## src/rtl/core/tbsa_pkg.sv

```systemverilog
package tbsa_pkg;

  // result status codes
  localparam logic [1:0] ST_GRANT = 2'd0;
  localparam logic [1:0] ST_EXHAUST = 2'd1;
  localparam logic [1:0] ST_FREED = 2'd2;

  localparam logic [4:0] BLOCKS_EN_RESET = 5'd16;

  localparam logic KIND_ALLOC = 1'b0;
  localparam logic KIND_FREE = 1'b1;

  typedef enum logic [6:0] {
    S_CLEAR = 7'b0000001,
    S_IDLE  = 7'b0000010,
    S_FREE  = 7'b0000100,
    S_BLK   = 7'b0001000,
    S_ROW   = 7'b0010000,
    S_PICK  = 7'b0100000,
    S_RESP  = 7'b1000000
  } tbsa_state_t;

  typedef struct packed {
    logic sweep;
    logic start_free;
    logic start_alloc;
    logic rf_read;
    logic row_phase;
    logic pick_phase;
    logic free_commit;
    logic exhaust;
    logic blk_next;
    logic resp_load;
  } tbsa_cmd_t;

  typedef struct packed {
    logic sweep_done;
    logic alloc_none;
    logic row_hit;
    logic col_hit;
    logic last_blk;
    logic out_free;
  } tbsa_stat_t;

endpackage

```

## src/rtl/core/tbsa_ctrl.sv

```systemverilog
module tbsa_ctrl (
  input  logic                clk,
  input  logic                rst_n,
  input  logic                in_tvalid,
  input  logic                in_kind,
  output logic                in_tready,
  input  tbsa_pkg::tbsa_stat_t stat,
  output tbsa_pkg::tbsa_cmd_t  cmd
);
  import tbsa_pkg::*;

  tbsa_state_t state_r, state_nxt;
  logic accept;

  assign in_tready = (state_r == S_IDLE);
  assign accept = in_tvalid && in_tready;

  always_comb begin
    state_nxt = state_r;
    cmd = '0;
    unique case (state_r)
      S_CLEAR: begin
        cmd.sweep = 1'b1;
        if (stat.sweep_done) state_nxt = S_IDLE;
      end
      S_IDLE: begin
        if (accept) begin
          if (in_kind == KIND_FREE) begin
            cmd.start_free = 1'b1;
            state_nxt = S_FREE;
          end else begin
            cmd.start_alloc = 1'b1;
            if (stat.alloc_none) begin
              cmd.exhaust = 1'b1;
              state_nxt = S_RESP;
            end else begin
              state_nxt = S_BLK;
            end
          end
        end
      end
      S_FREE: begin
        cmd.free_commit = 1'b1;
        state_nxt = S_RESP;
      end
      S_BLK: begin
        cmd.rf_read = 1'b1;
        state_nxt = S_ROW;
      end
      S_ROW: begin
        cmd.row_phase = 1'b1;
        if (stat.row_hit) begin
          state_nxt = S_PICK;
        end else if (stat.last_blk) begin
          cmd.exhaust = 1'b1;
          state_nxt = S_RESP;
        end else begin
          cmd.blk_next = 1'b1;
          state_nxt = S_BLK;
        end
      end
      S_PICK: begin
        cmd.pick_phase = 1'b1;
        if (stat.col_hit) begin
          state_nxt = S_RESP;
        end else if (stat.last_blk) begin
          cmd.exhaust = 1'b1;
          state_nxt = S_RESP;
        end else begin
          cmd.blk_next = 1'b1;
          state_nxt = S_BLK;
        end
      end
      S_RESP: begin
        if (stat.out_free) begin
          cmd.resp_load = 1'b1;
          state_nxt = S_IDLE;
        end
      end
      default: state_nxt = S_CLEAR;
    endcase
  end

  always_ff @(posedge clk) begin
    if (!rst_n) begin
      state_r <= S_CLEAR;
    end else begin
      state_r <= state_nxt;
    end
  end

  a_accept_leaves_idle: assert property (@(posedge clk) disable iff (!rst_n)
    accept |=> !in_tready)
    else $error("ready held after accept");
  a_load_only_resp: assert property (@(posedge clk) disable iff (!rst_n)
    (state_r == S_RESP) && stat.out_free |=> in_tready)
    else $error("response did not return to idle");
  a_exhaust_no_hit: assert property (@(posedge clk) disable iff (!rst_n)
    cmd.exhaust && cmd.pick_phase |-> !stat.col_hit)
    else $error("exhausted with a free column");

endmodule

```

## config.mk

```make
export PLATFORM = sky130hd
export DESIGN_NAME = tbsa_ctrl
export DESIGN_NICKNAME = d
export VERILOG_FILES = /design/src/rtl/core/tbsa_pkg.sv /design/src/rtl/core/tbsa_ctrl.sv
export SDC_FILE = /design/constraint.sdc
export NUM_CORES = 1
export LEC_CHECK = 0
export BUFFER_PORTS_ARGS = -buffer_cell sky130_fd_sc_hd__buf_2
export CORE_AREA = 2 2 39 41
export DETAILED_ROUTE_END_ITERATION = 8
export DIE_AREA = 0 0 41 43
export PLACE_DENSITY = 0.68
export SLEW_MARGIN = 20
export SYNTH_ARGS = -nofsm -noshare
export SYNTH_HDL_FRONTEND = slang
export SYNTH_SLANG_ARGS = --single-unit
```

## constraint.sdc

```tcl
create_clock -name clk -period 2.3 [get_ports clk]
set_clock_uncertainty 0.05 [all_clocks]
set_input_delay 0.345 -clock clk [delete_from_list [all_inputs] [get_ports clk]]
set_output_delay 0.345 -clock clk [all_outputs]
set_load 0.01 [all_outputs]
```

==> results of run 1 <==
## metal layers
metal | GRT usage, % | routed length (um)
met2 | 27.8 | 695
met3 | 9.42 | 52
met1 | 25.6 | 670
met4 | 6.00 | 14
met5 | 0 | 0
## cells by family (layout without fill, tap and decap cells)
group                  count (synthesis)  in the layout  share of synthesized area [%]
flip-flops                             7              7                           25.5
AND/OR/NAND/NOR                       32             32                           43.4
AO/OA/AOI/OAI                         17             17                           25.5
XOR/XNOR                               1              1                           1.59
buffers and inverters                  6             33                           4.09
## stage by stage
stage               power, mW  hold slack [ps]
floorplan               0.246              417
detailed placement      0.306              561
finish                  0.430              314
global placement        0.302              559
CTS                     0.429              303
global route            0.467              301
## report_power, final
part	switching (mW)	total (mW)	internal (mW)
clock	0.0468	0.113	0.0663
combinational	0.0982	0.179	0.0809
sequential	0.00772	0.138	0.130
## worst paths after layout
check | endpoint | slack, ps | from | cells after the start
min reg2reg | state_r[1] | 560 | state_r[6] | 2
max | cmd[2] | 80 | state_r[6] | 5
max reg2reg | state_r[6] | 430 | state_r[2] | 4
min | state_r[2] | 310 | in_kind | 2
## cells in the final DEF (no fill, tap or decap), drive strengths merged, types with 2 or more instances in the layout
| cell type | synthesis | final |
|---|---|---|
| clkbuf | 1 | 4 |
| dfxtp | 7 | 7 |
| and2 | 2 | 2 |
| or2 | 2 | 2 |
| buf | 1 | 25 |
| nor2 | 5 | 5 |
| inv | 4 | 4 |
| or3b | 2 | 2 |
| a21o | 2 | 2 |
| nand2b | 3 | 3 |
| and3 | 4 | 4 |
| a21oi | 2 | 2 |
| or4 | 4 | 4 |
| nor4b | 3 | 3 |
| a211oi | 3 | 3 |
| nor4 | 2 | 2 |
## worst max-delay path, stage by stage (launching register included)
cell and delay, ps:
dfxtp_4 360, or4_4 560, or2_1 280, a211oi_2 160
a21o_1 100, buf_2 120
## layout make-up
cell class | count | area (um2)
timing repair buffer | 25 | 138
fill | 139 | 632
tap | 16 | 20.0
multi-input combinational | 50 | 407
clock buffer | 4 | 26.3
sequential | 7 | 146
inverter | 4 | 15.0
## what timing repair did
| action | CTS | global route |
|---|---|---|
| pin swaps | 0 | 3 |
| gates resized for setup | 2 | 6 |
| setup endpoints to repair | 1 | 2 |
==> flow_metrics.py, run 1 <==
metrics = {
    "status": {
        "status": "finished, final reports clean",
    },
    "timing": {
        "setup_viol": 0,
        "hold_violations": 0,
        "fmax_mhz": 451,
        "max_slew_margin_pct": 76.6,
        "slew_viol_final": 0,
        "fin_ws_ps": 83.9,
        "worst_pin_slew_ps": 350,
        "setup_tns_ps": 0,
        "finalCritPeriodShare_pct": 96.4,
        "fin_crit_ps": 2220,
    },
    "layout": {
        "final_cells": 106,
        "largest_reg_flops": 7,
        "fin_util_pct": 54.3,
        "drive_above_1_share_pct": 48.9,
        "top_register": "state_r",
        "n_antenna_cell": 0,
        "largest_registers": "state_r: 7 flops",
        "fin_nets": 101,
        "final_cell_area_um2": 752,
        "area_growth_pct": 36.6,
    },
    "route": {
        "dr.pass1.iters": 2,
        "wire_per_inst_um": 13.5,
        "initialDrtViolationCount": 7,
        "viasPerCell": 5.75,
        "num_vias": 609,
        "drc": 0,
        "drtAntennaViolNets": 0,
        "wl_mm": 1.43,
    },
    "floorplanning": {
        "num_rows": 14,
        "initial_core_util_pct": 39.8,
        "dieWidth_um": 41,
        "die-height_um": 43,
        "core_mm2": 0.00138,
        "io_pins": 21,
        "die_area_mm2": 0.00176,
    },
    "clock_tree": {
        "cts_hold_buf": 0,
        "post_cts_buffers": 0,
        "cts_tree": "built",
        "path_clk_slew_ps": 50,
        "clock_path_buffers": 2,
        "cts_buffers": 3,
        "cts_num_sinks": 7,
        "h-tree-depth": 1,
        "root_buffer": "clkbuf_4",
        "clk_latency_ps": 250,
    },
    "synth": {
        "synth.most_common_cell": "dfxtp_1",
        "synth_area_leaders": "dfxtp_1, nor4b_2, and3_1",
        "synthFlopType": "dfxtp_1",
        "synth_cell_types": 35,
        "synth_common_cells": "dfxtp_1, nor2_1, and3_1, inv_1",
        "netlist_area_um2": 551,
        "synth_seq_area_share_pct": 25.5,
        "ys_ff_latch": 7,
        "synth_edf_count": 0,
        "yosysTopAreaCell": "dfxtp_1",
        "syn-instance-count": 63,
        "synth-async-reset-ratio_pct": 0,
        "syn_nets": 73,
        "synth_top_area_share_pct": 25.5,
        "syn_avg_cell_area_um2": 8.74,
        "ys_warn_count": 0,
    },
    "power": {
        "powerDensity_mw_per_mm2": 572,
        "p_leak_nw": 0.345,
        "peakVddDrop_v": 0.000325,
    },
    "worst_setup_path": {
        "arrival_ps": 1820,
        "worstPathRequired_ps": 1900,
        "startpoint_type": "flip-flop",
        "worstSetupPathType": "reg -> out",
        "cp_max_fo": 8,
        "crit_path_end_kind": "output port",
    },
    "global_route": {
        "first_global_vias": 538,
        "grt_max_degree": 12,
        "grt_util_all_layers_pct": 19.7,
        "grt_pass1_wl_mm": 2.32,
        "grt-ovfl-total": 0,
        "antenna_found_initial": 0,
    },
    "worst_hold_path": {
        "hold_class": "in -> reg",
    },
    "placed_design": {
        "io_buffers": 20,
        "placedInstanceArea_um2": 701,
        "gp_congestion": 0.894,
        "place_inst": 102,
        "hpwl_mm": 1.15,
        "pre_cts_ws_ps": 251,
    },
    "run": {
        "maxCapViolations": 0,
    },
}
(Power assumes the default switching activity.)
==> run 2, diff against run 1 <==
--- a/config.mk
+++ b/config.mk
@@ -7,6 +7,7 @@
 export LEC_CHECK = 0
 export BUFFER_PORTS_ARGS = -buffer_cell sky130_fd_sc_hd__buf_2
 export CORE_AREA = 2 2 39 41
+export CTS_BUF_LIST = sky130_fd_sc_hd__clkbuf_4 sky130_fd_sc_hd__clkbuf_8 sky130_fd_sc_hd__clkbuf_16
 export DETAILED_ROUTE_END_ITERATION = 8
 export DIE_AREA = 0 0 41 43
 export PLACE_DENSITY = 0.68
==> constraint.sdc (replaced) <==
create_clock -name clk -period 2.36 [get_ports clk]
set_clock_uncertainty 0.05 [all_clocks]
set_input_delay 0.354 -clock clk [delete_from_list [all_inputs] [get_ports clk]]
set_output_delay 0.354 -clock clk [all_outputs]
set_load 0.01 [all_outputs]
==> flow_metrics.py, run 2 (same netlist as run 1, synthesis figures left out) <==
metrics = {
    "global_route": {
        "antenna_found_initial": 0,
        "grt-ovfl-total": 0,
        "first_global_vias": 558,
        "grt_max_degree": 12,
        "grt_pass1_wl_mm": 2.33,
        "grt_util_all_layers_pct": 19.1,
    },
    "power": {
        "p_leak_nw": 0.337,
        "internal_power_mw": 0.276,
        "powerDensity_mw_per_mm2": 571,
        "comb_power_share_pct": 39.3,
        "swShare_pct": 33.8,
        "power_frac_clock_pct": 28.5,
        "p_total_mw": 0.418,
        "power.switching_mw": 0.141,
        "seq_power_share_pct": 32.2,
        "peakVddDrop_v": 0.000333,
    },
    "clock_tree": {
        "root_buffer": "clkbuf_4",
        "h-tree-depth": 1,
        "post_cts_buffers": 0,
        "clock_path_buffers": 2,
        "path_clk_slew_ps": 50,
        "ctsResizeCount": 1,
        "cts_num_sinks": 7,
        "cts_tree": "built",
        "clk_latency_ps": 250,
        "cts_buffers": 3,
        "cts_hold_buf": 0,
    },
    "worst_setup_path": {
        "path_cells": "or4_4, or2_1, a211oi_1, a21o_1, buf_2",
        "arrival_ps": 1830,
        "worstPathRequired_ps": 1960,
        "cpPeakStageDelay_ps": 530,
        "startpoint_type": "flip-flop",
        "cp_max_fo": 8,
        "worstSetupPathType": "reg -> out",
        "crit_slowest_cell": "or4_4",
        "crit_path_end_kind": "output port",
    },
    "placed_design": {
        "hpwl_mm": 1.10,
        "place_inst": 100,
        "gp_congestion": 0.829,
        "io_buffers": 20,
    },
    "layout": {
        "final_cells": 104,
        "seq_area_um2": 143,
        "largest_registers": "state_r: 7 flops",
        "top_register": "state_r",
        "drive_above_1_share_pct": 46.6,
        "multiInputGateArea_um2": 402,
        "fin_nets": 99,
        "area_growth_pct": 33.0,
        "layout_common_cells": "buf_2, nor2_1, dfxtp_1",
        "fillers": 136,
        "largest_reg_flops": 7,
        "final_common_cell": "buf_2",
        "n_antenna_cell": 0,
        "fin_util_pct": 52.9,
    },
    "floorplanning": {
        "num_rows": 14,
        "core_mm2": 0.00138,
        "initial_core_util_pct": 39.8,
        "io_pins": 21,
        "dieWidth_um": 41,
        "die_area_mm2": 0.00176,
        "die-height_um": 43,
    },
    "run": {
        "maxCapViolations": 0,
    },
    "route": {
        "dr.pass1.iters": 4,
        "initialDrtViolationCount": 12,
        "wl_mm": 1.34,
        "num_vias": 591,
        "drtAntennaViolNets": 0,
        "drc": 0,
        "viasPerCell": 5.68,
        "wire_per_inst_um": 12.9,
    },
    "timing": {
        "setup_viol": 0,
        "rsz0062_at_grt": "false",
        "slew_viol_final": 0,
        "worst_pin_slew_ps": 330,
        "fmax_mhz": 447,
        "setup_tns_ps": 0,
        "hold_violations": 0,
        "finalCritPeriodShare_pct": 94.9,
        "max_slew_margin_pct": 77.9,
        "fin_crit_ps": 2240,
    },
    "worst_hold_path": {
        "hold_class": "in -> reg",
    },
    "status": {
        "status": "finished, final reports clean",
    },
}
-- run 2: stage by stage --
stage          instance area (um2)  setup WS [ps]  hold slack, ps
2_1_floorplan                  551            226             426
3_3_place_gp                   686            231             570
3_5_place_dp                   686            229             568
4_1_cts                        719           24.2             316
5_1_grt                        732           17.5             312
6_report                       732            121             318
-- run 2: cell type report --
cell class	instances	share of cell area [%]
clock buffers	4	4.10
well taps	16	2.74
repair buffers	23	16.8
multi-input cells	50	54.9
flip-flops and latches	7	19.5
inverters	4	2.05
-- run 2: routing by layer --
layer	global-route usage, %	share of wire [%]	vias to the layer above	routed length [um]
met4	4.00	0	0	0
li1	-	-	302	-
met2	28.4	49	11	658
met1	24.2	47	278	636
met3	9.42	3.5	0	47
met5	0	0	-	0
-- run 2: worst paths after layout --
| path | startpoint | endpoint | slack, ps | cells past startpoint |
|---|---|---|---|---|
| worst min register to register | state_r[6] | state_r[1] | 550 | 2 |
| worst max register to register | state_r[3] | state_r[6] | 460 | 4 |
| worst min-delay path | stat[3] | state_r[5] | 320 | 2 |
| worst max-delay path | state_r[3] | cmd[2] | 120 | 5 |
-- run 2: worst max-delay path, delay by kind of cell (launching register included) --
| family | cells | cell delay, ps |
|---|---|---|
| AND/OR/NAND/NOR | 2 | 800 |
| flip-flops | 1 | 380 |
| AO/OA/AOI/OAI | 2 | 280 |
| buffers and inverters | 1 | 120 |
-- run 2: power by group through the flow --
stage,combinational [mW],clock [mW],sequential (mW)
after floorplan,0.0981,0,0.142
after global placement,0.152,0,0.136
after detailed placement,0.154,0,0.136
after CTS,0.157,0.123,0.134
after global routing,0.181,0.134,0.136
final,0.164,0.119,0.135
